`src/hw/rtl/rrtr_pkg.sv`:
```
// rrtr_pkg: shared types, action and status codes for the round-robin turn ring.
// Used by every module under hw/rtl; depends on nothing else.
`timescale 1ns / 1ps

package rrtr_pkg;

	// Default ring capacity
	localparam int MAX_MEMBERS_DEF = 16;

	// Depth of the command queue between front and back
	localparam int CMD_DEPTH = 2;

	// Action codes
	localparam logic [1:0] OP_ADD    = 2'd0;
	localparam logic [1:0] OP_REMOVE = 2'd1;
	localparam logic [1:0] OP_NEXT   = 2'd2;
	localparam logic [1:0] OP_SKIP   = 2'd3;

	// Status codes
	localparam logic [1:0] ST_OK        = 2'd0;
	localparam logic [1:0] ST_EMPTY     = 2'd1;
	localparam logic [1:0] ST_NOT_FOUND = 2'd2;
	localparam logic [1:0] ST_FULL      = 2'd3;

	// Input beat
	typedef struct packed {
		logic [1:0]  action;
		logic [15:0] member_id;
	} in_item_t;

	// Classified command carried from front to back
	typedef struct packed {
		logic [1:0]  op;
		logic [15:0] id;
	} cmd_t;

	// Result beat
	typedef struct packed {
		logic [1:0]  status;
		logic [15:0] turn_member;
		logic [15:0] skipped_member;
		logic        sole_remaining;
		logic [4:0]  member_count;
	} res_t;

endpackage

```
`src/hw/rtl/rrtr_front.sv`:
```
// rrtr_front: accepts input beats and classifies them into commands.
// Depends on rrtr_pkg; feeds rrtr_cmd_queue.
`timescale 1ns / 1ps

module rrtr_front import rrtr_pkg::*; (
	input  logic     clk,
	input  logic     arst_n,
	input  logic     push,
	output logic     full,
	input  in_item_t item,
	input  logic     q_full,
	output logic     q_push,
	output cmd_t     q_cmd
);

	logic valid_s1;
	cmd_t cmd_s1;
	cmd_t cmd_cls;

	// Classify: only add and remove carry an id
	always_comb begin
		cmd_cls.op = item.action;
		if (item.action inside {OP_ADD, OP_REMOVE}) begin
			cmd_cls.id = item.member_id;
		end else begin
			cmd_cls.id = '0;
		end
	end

	// Stall while the held command cannot enter the queue
	assign full   = valid_s1 && q_full;
	assign q_push = valid_s1;
	assign q_cmd  = cmd_s1;

	// Hold or advance the stage valid
	always_ff @(posedge clk or negedge arst_n) begin
		if (!arst_n) begin
			valid_s1 <= 1'b0;
		end else if (!full) begin
			valid_s1 <= push;
		end
	end

	// Capture the classified command
	always_ff @(posedge clk) begin
		if (!full && push) begin
			cmd_s1 <= cmd_cls;
		end
	end

endmodule

```
`src/hw/rtl/rrtr_cmd_queue.sv`:
```
// rrtr_cmd_queue: short command queue between front and back.
// Depends on rrtr_pkg for cmd_t and CMD_DEPTH.
`timescale 1ns / 1ps

module rrtr_cmd_queue import rrtr_pkg::*; (
	input  logic clk,
	input  logic arst_n,
	input  logic push,
	input  cmd_t cmd_in,
	output logic q_full,
	input  logic pop,
	output logic q_empty,
	output cmd_t head
);

	localparam int PTRW = (CMD_DEPTH > 1) ? $clog2(CMD_DEPTH) : 1;
	localparam int CNTW = $clog2(CMD_DEPTH + 1);

	cmd_t            slots_q [CMD_DEPTH];
	logic [PTRW-1:0] wr_ptr_q;
	logic [PTRW-1:0] rd_ptr_q;
	logic [CNTW-1:0] fill_q;
	logic            do_push;
	logic            do_pop;

	assign q_full  = (fill_q == CNTW'(CMD_DEPTH));
	assign q_empty = (fill_q == '0);
	assign head    = slots_q[rd_ptr_q];
	assign do_push = push && !q_full;
	assign do_pop  = pop && !q_empty;

	// Advance pointers and fill level
	always_ff @(posedge clk or negedge arst_n) begin
		if (!arst_n) begin
			wr_ptr_q <= '0;
			rd_ptr_q <= '0;
			fill_q   <= '0;
		end else begin
			if (do_push) begin
				wr_ptr_q <= (wr_ptr_q == PTRW'(CMD_DEPTH - 1)) ? '0 : wr_ptr_q + 1'b1;
			end
			if (do_pop) begin
				rd_ptr_q <= (rd_ptr_q == PTRW'(CMD_DEPTH - 1)) ? '0 : rd_ptr_q + 1'b1;
			end
			if (do_push && !do_pop) begin
				fill_q <= fill_q + 1'b1;
			end else if (do_pop && !do_push) begin
				fill_q <= fill_q - 1'b1;
			end
		end
	end

	// Store the pushed command
	always_ff @(posedge clk) begin
		if (do_push) begin
			slots_q[wr_ptr_q] <= cmd_in;
		end
	end

endmodule

```
`src/hw/rtl/rrtr_exec.sv`:
```
// rrtr_exec: executes ring commands on the id memory and holds the result beat.
// Depends on rrtr_pkg; takes commands from rrtr_cmd_queue.
`timescale 1ns / 1ps

module rrtr_exec import rrtr_pkg::*; #(
	parameter int MAX_MEMBERS = MAX_MEMBERS_DEF
) (
	input  logic clk,
	input  logic arst_n,
	input  logic cmd_valid,
	input  cmd_t cmd,
	output logic cmd_pop,
	output res_t result,
	output logic empty,
	input  logic pop
);

	localparam int PW = $clog2(MAX_MEMBERS);
	localparam int CW = $clog2(MAX_MEMBERS + 1);

	localparam logic [2:0] S_IDLE  = 3'd0;
	localparam logic [2:0] S_EXEC  = 3'd1;
	localparam logic [2:0] S_SRCH  = 3'd2;
	localparam logic [2:0] S_SHIFT = 3'd3;
	localparam logic [2:0] S_TRD   = 3'd4;
	localparam logic [2:0] S_FIN   = 3'd5;

	logic [2:0]    state_q;
	cmd_t          cmd_q;
	logic [CW-1:0] count_q;
	logic [PW-1:0] turn_q;
	logic [PW-1:0] idx_q;
	logic [PW-1:0] hit_q;
	logic [1:0]    status_q;
	logic [15:0]   skipped_q;
	logic [15:0]   rd_data_q;
	res_t          res_q;
	logic          res_valid_q;

	logic [15:0]   mem [MAX_MEMBERS];

	logic [PW-1:0] rd_addr;
	logic [PW-1:0] wr_addr;
	logic [15:0]   wr_data;
	logic          wr_en;

	logic [CW-1:0] t1;
	logic [PW-1:0] wrap1;
	logic [CW:0]   t2;
	logic [CW:0]   t2_sub;
	logic [PW-1:0] wrap2;
	logic [CW-1:0] idx_nxt;
	logic          last;
	logic          ring_full;
	logic          ring_empty;
	logic          out_free;

	assign ring_full  = (count_q == CW'(MAX_MEMBERS));
	assign ring_empty = (count_q == '0);
	assign out_free   = !res_valid_q || pop;
	assign cmd_pop    = (state_q == S_IDLE) && cmd_valid;
	assign result     = res_q;
	assign empty      = !res_valid_q;

	// Turn one and two ahead, wrapped by the member count
	assign t1     = CW'(turn_q) + CW'(1);
	assign wrap1  = (t1 == count_q) ? '0 : t1[PW-1:0];
	assign t2     = (CW + 1)'(turn_q) + (CW + 1)'(2);
	assign t2_sub = t2 - {1'b0, count_q};
	always_comb begin
		if (count_q == CW'(1)) begin
			wrap2 = '0;
		end else if (t2 >= {1'b0, count_q}) begin
			wrap2 = t2_sub[PW-1:0];
		end else begin
			wrap2 = t2[PW-1:0];
		end
	end

	// Scan index and end of occupied slots
	assign idx_nxt = CW'(idx_q) + CW'(1);
	assign last    = (idx_nxt == count_q);

	// Drive memory read and write ports
	always_comb begin
		rd_addr = turn_q;
		wr_en   = 1'b0;
		wr_addr = count_q[PW-1:0];
		wr_data = cmd_q.id;
		case (state_q)
			S_EXEC: begin
				if (cmd_q.op == OP_ADD && !ring_full) begin
					wr_en = 1'b1;
				end
				if (cmd_q.op == OP_SKIP) begin
					rd_addr = wrap1;
				end else if (cmd_q.op == OP_REMOVE) begin
					rd_addr = '0;
				end
			end
			S_SRCH: begin
				rd_addr = idx_nxt[PW-1:0];
			end
			S_SHIFT: begin
				if (!last) begin
					wr_en   = 1'b1;
					wr_addr = idx_q;
					wr_data = rd_data_q;
					rd_addr = idx_q + PW'(2);
				end
			end
			default: begin
				rd_addr = turn_q;
			end
		endcase
	end

	// Id memory with registered read
	always_ff @(posedge clk) begin
		if (wr_en) begin
			mem[wr_addr] <= wr_data;
		end
		rd_data_q <= mem[rd_addr];
	end

	// Latch the command taken from the queue
	always_ff @(posedge clk) begin
		if (cmd_pop) begin
			cmd_q <= cmd;
		end
	end

	// Sequence each command and update ring state
	always_ff @(posedge clk or negedge arst_n) begin
		if (!arst_n) begin
			state_q   <= S_IDLE;
			count_q   <= '0;
			turn_q    <= '0;
			idx_q     <= '0;
			hit_q     <= '0;
			status_q  <= ST_OK;
			skipped_q <= '0;
		end else begin
			case (state_q)
				S_IDLE: begin
					if (cmd_valid) begin
						state_q <= S_EXEC;
					end
				end
				S_EXEC: begin
					status_q  <= ST_OK;
					skipped_q <= '0;
					state_q   <= S_TRD;
					case (cmd_q.op)
						OP_ADD: begin
							if (ring_full) begin
								status_q <= ST_FULL;
							end else begin
								count_q <= count_q + CW'(1);
							end
						end
						OP_REMOVE: begin
							if (ring_empty) begin
								status_q <= ST_EMPTY;
							end else begin
								idx_q   <= '0;
								state_q <= S_SRCH;
							end
						end
						OP_NEXT: begin
							if (ring_empty) begin
								status_q <= ST_EMPTY;
							end else begin
								turn_q <= wrap1;
							end
						end
						default: begin
							if (ring_empty) begin
								status_q <= ST_EMPTY;
							end else begin
								turn_q <= wrap2;
							end
						end
					endcase
				end
				S_SRCH: begin
					if (rd_data_q == cmd_q.id) begin
						hit_q   <= idx_q;
						state_q <= S_SHIFT;
					end else if (last) begin
						status_q <= ST_NOT_FOUND;
						state_q  <= S_TRD;
					end else begin
						idx_q <= idx_nxt[PW-1:0];
					end
				end
				S_SHIFT: begin
					if (!last) begin
						idx_q <= idx_nxt[PW-1:0];
					end else begin
						// Drop the member and repair the turn
						count_q <= count_q - CW'(1);
						if (count_q == CW'(1)) begin
							turn_q <= '0;
						end else if (hit_q < turn_q) begin
							turn_q <= turn_q - 1'b1;
						end else if (hit_q == turn_q && t1 == count_q) begin
							turn_q <= '0;
						end
						state_q <= S_TRD;
					end
				end
				S_TRD: begin
					if (cmd_q.op == OP_SKIP && !ring_empty) begin
						skipped_q <= rd_data_q;
					end
					state_q <= S_FIN;
				end
				S_FIN: begin
					if (out_free) begin
						state_q <= S_IDLE;
					end
				end
				default: begin
					state_q <= S_IDLE;
				end
			endcase
		end
	end

	// Hold the result beat until popped
	always_ff @(posedge clk or negedge arst_n) begin
		if (!arst_n) begin
			res_valid_q <= 1'b0;
		end else if (state_q == S_FIN && out_free) begin
			res_valid_q <= 1'b1;
		end else if (pop) begin
			res_valid_q <= 1'b0;
		end
	end

	// Load the result payload
	always_ff @(posedge clk) begin
		if (state_q == S_FIN && out_free) begin
			res_q.status         <= status_q;
			res_q.turn_member    <= ring_empty ? 16'd0 : rd_data_q;
			res_q.skipped_member <= skipped_q;
			res_q.sole_remaining <= (count_q == CW'(1));
			res_q.member_count   <= 5'(count_q);
		end
	end

endmodule

```
`src/hw/rtl/round_robin_turn_ring.sv`:
```
// round_robin_turn_ring: top level of the round-robin turn ring.
// Depends on rrtr_pkg, rrtr_front, rrtr_cmd_queue and rrtr_exec.
//
//   channel  | handshake        | beat moves when  | payload
//   ---------+------------------+------------------+----------------
//   input    | push / full      | push && !full    | item   (in_item_t)
//   result   | empty / pop      | pop && !empty    | result (res_t)
//
// Add, next, skip and remove on an empty ring pass through the exec, turn-read
// and finish states of the back end. Remove on a non-empty ring also searches,
// and shifts the later members down when the id is found, slot by slot; the
// single read port of the id memory sets this: search and shift walk the ring once.
// Reset clears counts, turn and queues at once; no clearing pass.
// The front stage and a two-entry command queue keep taking beats while the
// back end works or a result waits; once both are full, the input stalls too.
`timescale 1ns / 1ps

module round_robin_turn_ring import rrtr_pkg::*; #(
	parameter int MAX_MEMBERS = MAX_MEMBERS_DEF
) (
	input  logic     clk,
	input  logic     arst_n,
	input  logic     push,
	output logic     full,
	input  in_item_t item,
	output logic     empty,
	input  logic     pop,
	output res_t     result
);

	logic q_push;
	cmd_t q_cmd;
	logic q_full;
	logic q_empty;
	logic q_pop;
	cmd_t q_head;

	// Accept and classify
	rrtr_front u_front (
		.clk    (clk),
		.arst_n (arst_n),
		.push   (push),
		.full   (full),
		.item   (item),
		.q_full (q_full),
		.q_push (q_push),
		.q_cmd  (q_cmd)
	);

	// Decouple front from back
	rrtr_cmd_queue u_queue (
		.clk     (clk),
		.arst_n  (arst_n),
		.push    (q_push),
		.cmd_in  (q_cmd),
		.q_full  (q_full),
		.pop     (q_pop),
		.q_empty (q_empty),
		.head    (q_head)
	);

	// Execute on the ring
	rrtr_exec #(
		.MAX_MEMBERS (MAX_MEMBERS)
	) u_exec (
		.clk       (clk),
		.arst_n    (arst_n),
		.cmd_valid (!q_empty),
		.cmd       (q_head),
		.cmd_pop   (q_pop),
		.result    (result),
		.empty     (empty),
		.pop       (pop)
	);

endmodule

```
`config.mk`:
```
export PLATFORM = sky130hd
export DESIGN_NAME = round_robin_turn_ring
export DESIGN_NICKNAME = d
export VERILOG_FILES = /design/src/hw/rtl/rrtr_pkg.sv /design/src/hw/rtl/rrtr_front.sv /design/src/hw/rtl/rrtr_cmd_queue.sv /design/src/hw/rtl/rrtr_exec.sv /design/src/hw/rtl/round_robin_turn_ring.sv
export SDC_FILE = /design/constraint.sdc
export NUM_CORES = 1
export LEC_CHECK = 0
export BUFFER_PORTS_ARGS = -buffer_cell sky130_fd_sc_hd__buf_4
export CORE_MARGIN = 2
export CORE_UTILIZATION = 57
export CTS_CLUSTER_SIZE = 24
export DETAILED_ROUTE_END_ITERATION = 16
export PLACE_DENSITY = 0.81
export SYNTH_ARGS = -nofsm -noshare
export SYNTH_HDL_FRONTEND = slang
export SYNTH_SLANG_ARGS = --single-unit
```
`constraint.sdc`:
```
create_clock -name clk -period 4.31 [get_ports clk]
set_clock_uncertainty 0.1 [all_clocks]
set_input_delay 0.2155 -clock clk [delete_from_list [all_inputs] [get_ports clk]]
set_output_delay 0.2155 -clock clk [all_outputs]
set_load 0.01 [all_outputs]
```
==> flow_summary_export.csv <==
group,metric,value,unit
sta,tightestPinTransition,1.05,ns
cells_and_area,area_delta_synth_final,15.7,%
clock_network,cts.clk_slew.worst_paths,0.06,ns
setup_path,cp_common_cell,"a21oi_1",
synth,yosys_warnings,0,
sta,fin_crit_sh,96.2,%
clock_network,cts-root-buf,"clkbuf_16",
sta,fin_ws,0.162,ns
synth,synth_edf_count,368,
synth,syn_area_per_cell,14.8,um2
cells_and_area,drive_gt1_share,19.1,%
cells_and_area,fin_nets,1398,
setup_path,cp-end-kind,"flip-flop",
synth,syn-cell-area,0.0180,mm2
global_routing,grt_pass1_vias,10821,
power_and_ir_drop,vdd_drop_max,0.539,mV
setup_path,crit_chain,"ha_1 > nor2b_1 > or4_4 > a311o_1 > a21oi_1 > a311o_2 > buf_12 > mux2i_1 > nor2_1 > o32ai_1 > a21oi_1",
sta,slew_headroom,29.7,%
die,core_area,0.0313,mm2
power_and_ir_drop,switching_share,36.2,%
clock_network,cts_tree,"yes",
global_routing,grt_first_pass_wirelength,63100,um
synth,synth_nets,1259,
sta,fin_crit,4.15,ns
drt,wirelength,40700,um
drt,wire_per_inst,22.8,um
cells_and_area,antenna_cells,0,
global_routing,antenna_found_initial,1,
global_routing,grt.met3_usage,3.89,%
synth,synth_seq_area_share,69.4,%
place,dp_slack,0.209,ns
clock_network,clk_latency,0.54,ns
power_and_ir_drop,finalPower,16400,uW
die,initial_core_util,57.4,%
sta,finalSetupTns,0,ns
clock_network,cts_sinks,428,
setup_path,slowest_stage,"o32ai_1",
power_and_ir_drop,p_leak,0.00779,uW
global_routing,grt_use_met1,34.2,%
synth,syn_inst,1216,
die,die_h,182,um
sta,fmax,0.241,GHz
drt,vias,10759,
power_and_ir_drop,power.density,787,mW/mm2
global_routing,grt_util_all_layers,25.2,%
clock_network,htreeDepth,2,
setup_path,arrival,4.43,ns
setup_path,timing.critical_path.required,4.59,ns
clock_network,cts-resized-gates,0,
synth,synth-main-ff-cell,"edfxtp_1",
die,fp.dieArea,0.0330,mm2
synth,yosysMostFrequentCell,"edfxtp_1",
setup_path,crit_fanout,44,
synth,synthTopCellsByArea,"edfxtp_1, dfrtp_1, mux2i_1",
synth,synth_seq_cells,428,
global_routing,top_usage_layer,"met2",
drt,drc,0,
run_status,status,"complete, no violations",
die,dieWidth,182,um
global_routing,grt.overflow.total,0,
setup_path,critical_path.max_stage_delay,0.67,ns
drt,antenna_left,0,
clock_network,cts_buffers,42,
global_routing,grt_max_degree,45,
drt,drt_iter0_markers,940,
synth,yosysUniqueCellTypes,64,
synth,synth_top_area_share,61.5,%
power_and_ir_drop,p_comb_share,39.7,%
power_and_ir_drop,p_switching,5910,uW
power_and_ir_drop,power_frac_seq,38.7,%
drt,drt_first_pass_iters,5,
sta,rsz0062_at_grt,"false",
sta,finalSetupViolations,0,
global_routing,met2_usage,41.3,%
die,io_pins,64,
run,maxCapViolations,0,
place,portBuffers,63,
place,dp_hpwl,25900,um
synth,synth_largest_area_cell,"edfxtp_1",
power_and_ir_drop,power.internal,10400,uW
die,rows,65,
setup_path,crit_type,"reg -> reg",
power_and_ir_drop,p_clk_share,21.6,%
synth,synthTopCellsByCount,"edfxtp_1, nand2_1, mux2i_1",
drt,via_per_inst,6.02,
sta,finalHoldViolations,0,
sta,slew_violations,0,
place,place_congestion,0.920,
min_path,min_path_type,"in -> async",
setup_path,cp-start-kind,"flip-flop",
synth,synthArstFlopShare,10.3,%
clock_network,cts_max_path_buffers,3,
-- critical path: cells and delay by family, from the launching register on --
family	cells	cell delay, ns
adder cells (fa/ha/maj)	1	0.30
flip-flops	1	0.38
buffers and inverters	1	0.33
multiplexers	1	0.25
AND/OR/NAND/NOR	3	0.69
AO/OA/AOI/OAI	5	1.89
-- power by group through the flow --
| stage | Sequential (uW) | Clock (uW) | Combinational [uW] |
|---|---|---|---|
| after floorplan | 6120 | 0 | 4560 |
| after global placement | 6340 | 0 | 6180 |
| after detailed placement | 6380 | 0 | 6360 |
| after CTS | 6300 | 3580 | 6430 |
| after global routing | 6380 | 3750 | 6980 |
| final | 6320 | 3540 | 6490 |
-- worst paths after layout --
path | startpoint | to | slack [ns] | cells after the start
worst max-delay path | u_exec.idx_q[0]$_DFFE_PN0P_ | u_exec.rd_data_q[7]$_DFF_P_ | 0.16 | 11
worst min-delay path | arst_n | u_queue.wr_ptr_q$_DFFE_PN0P_ | 0.12 | 2
worst max register to register | u_exec.idx_q[0]$_DFFE_PN0P_ | u_exec.rd_data_q[7]$_DFF_P_ | 0.16 | 11
worst min register to register | u_front.q_cmd[13]$_SDFFCE_PN0P_ | u_queue.slots_q[1][13]$_DFFE_PP_ | 0.35 | 0
max in group asynchronous | arst_n | u_exec.skipped_q[13]$_DFFE_PN0P_ | 3.56 | 2
min in group clk | item[16] | u_front.q_cmd[16]$_DFFE_PP_ | 0.30 | 2
-- cell type report --
class	count	area, um2
clock inverter	20	184
multi-input combinational	704	5060
timing repair buffer	156	1320
inverter	23	86.3
sequential	428	12500
tap	402	503
clock buffer	55	1150
fill	2082	10500
-- registers in the layout (all words and copies together), names as in the netlist, 2 cells and up --
| signal | cells |
|---|---|
| u_exec.count_q | 5 |
| u_exec.mem | 256 |
| u_exec.idx_q | 4 |
| u_exec.result | 40 |
| u_queue.slots_q | 36 |
| u_front.q_cmd | 18 |
| u_exec.status_q | 2 |
| u_exec.rd_data_q | 16 |
| u_exec.skipped_q | 16 |
| u_exec.hit_q | 4 |
| u_exec.state_q | 3 |
| u_queue.fill_q | 2 |
| u_exec.cmd_q | 18 |
| u_exec.turn_q | 4 |
-- stage by stage --
| step | utilization (%) | hold slack (ns) | instance area, um2 | cells |
|---|---|---|---|---|
| 3_3_place_gp | 61.0 | 0.157 | 19100 | 1680 |
| 3_5_place_dp | 61.0 | 0.154 | 19100 | 1680 |
| 5_1_grt | 66.4 | 0.183 | 20800 | 1788 |
| 4_1_cts | 66.4 | 0.126 | 20800 | 1788 |
| 2_1_floorplan | - | -0.180 | 18000 | 1216 |
| 6_report | 66.4 | 0.118 | 20800 | 1788 |
-- logic make-up (layout without fill, tap and decap cells) --
family                   Yosys count  in the layout  synth area share, %
AO/OA/AOI/OAI                    150            150                 5.99
XOR/XNOR                          39             39                 1.98
AND/OR/NAND/NOR                  321            321                 8.47
buffers and inverters             84            254                 2.40
adder cells (fa/ha/maj)           21             21                 1.50
multiplexers                     173            173                 10.2
flip-flops                       428            428                 69.4
-- layer usage --
layer	up-vias	wire [um]
met1	5300	16500
met5	-	0
met4	0	1570
met2	513	19400
li1	4831	-
met3	115	3250
-- timing repair --
item	4_1_cts	5_1_grt
hold endpoints to repair	64	0
hold buffers	33	0
setup buffers	0	0
-- layout by cell type (no fill, tap or decap), types with 3 or more instances in the layout --
cell type / synthesis / routed
or2_2: 4 / 4
nor2b_1: 24 / 24
a21oi_1: 36 / 36
nor2_1: 71 / 71
ha_1: 20 / 20
mux2_1: 22 / 22
clkinv_2: 0 / 10
nand2_1: 117 / 117
o32ai_1: 15 / 15
nand3_1: 26 / 26
xnor2_1: 30 / 30
mux2i_1: 89 / 89
dlygate4sd3_1: 0 / 33
o221ai_1: 17 / 17
o211ai_1: 4 / 4
o22ai_1: 8 / 8
edfxtp_1: 368 / 368
dfrtp_1: 44 / 44
nor3b_1: 6 / 6
o31ai_1: 4 / 4
nor3_1: 12 / 12
clkbuf_16: 0 / 43
clkbuf_8: 0 / 3
inv_1: 19 / 19
nor4_1: 4 / 4
and3_1: 4 / 3
mux2_2: 62 / 62
clkbuf_1: 33 / 9
o22a_1: 17 / 16
o21ai_0: 22 / 22
and2_1: 19 / 19
nand4_1: 9 / 9
bufinv_16: 0 / 3
clkinv_1: 3 / 6
buf_12: 0 / 5
nand2b_1: 16 / 16
xor2_1: 8 / 8
a31oi_1: 8 / 8
buf_4: 4 / 118
dfxtp_1: 16 / 16
(Power assumes the default switching activity.)
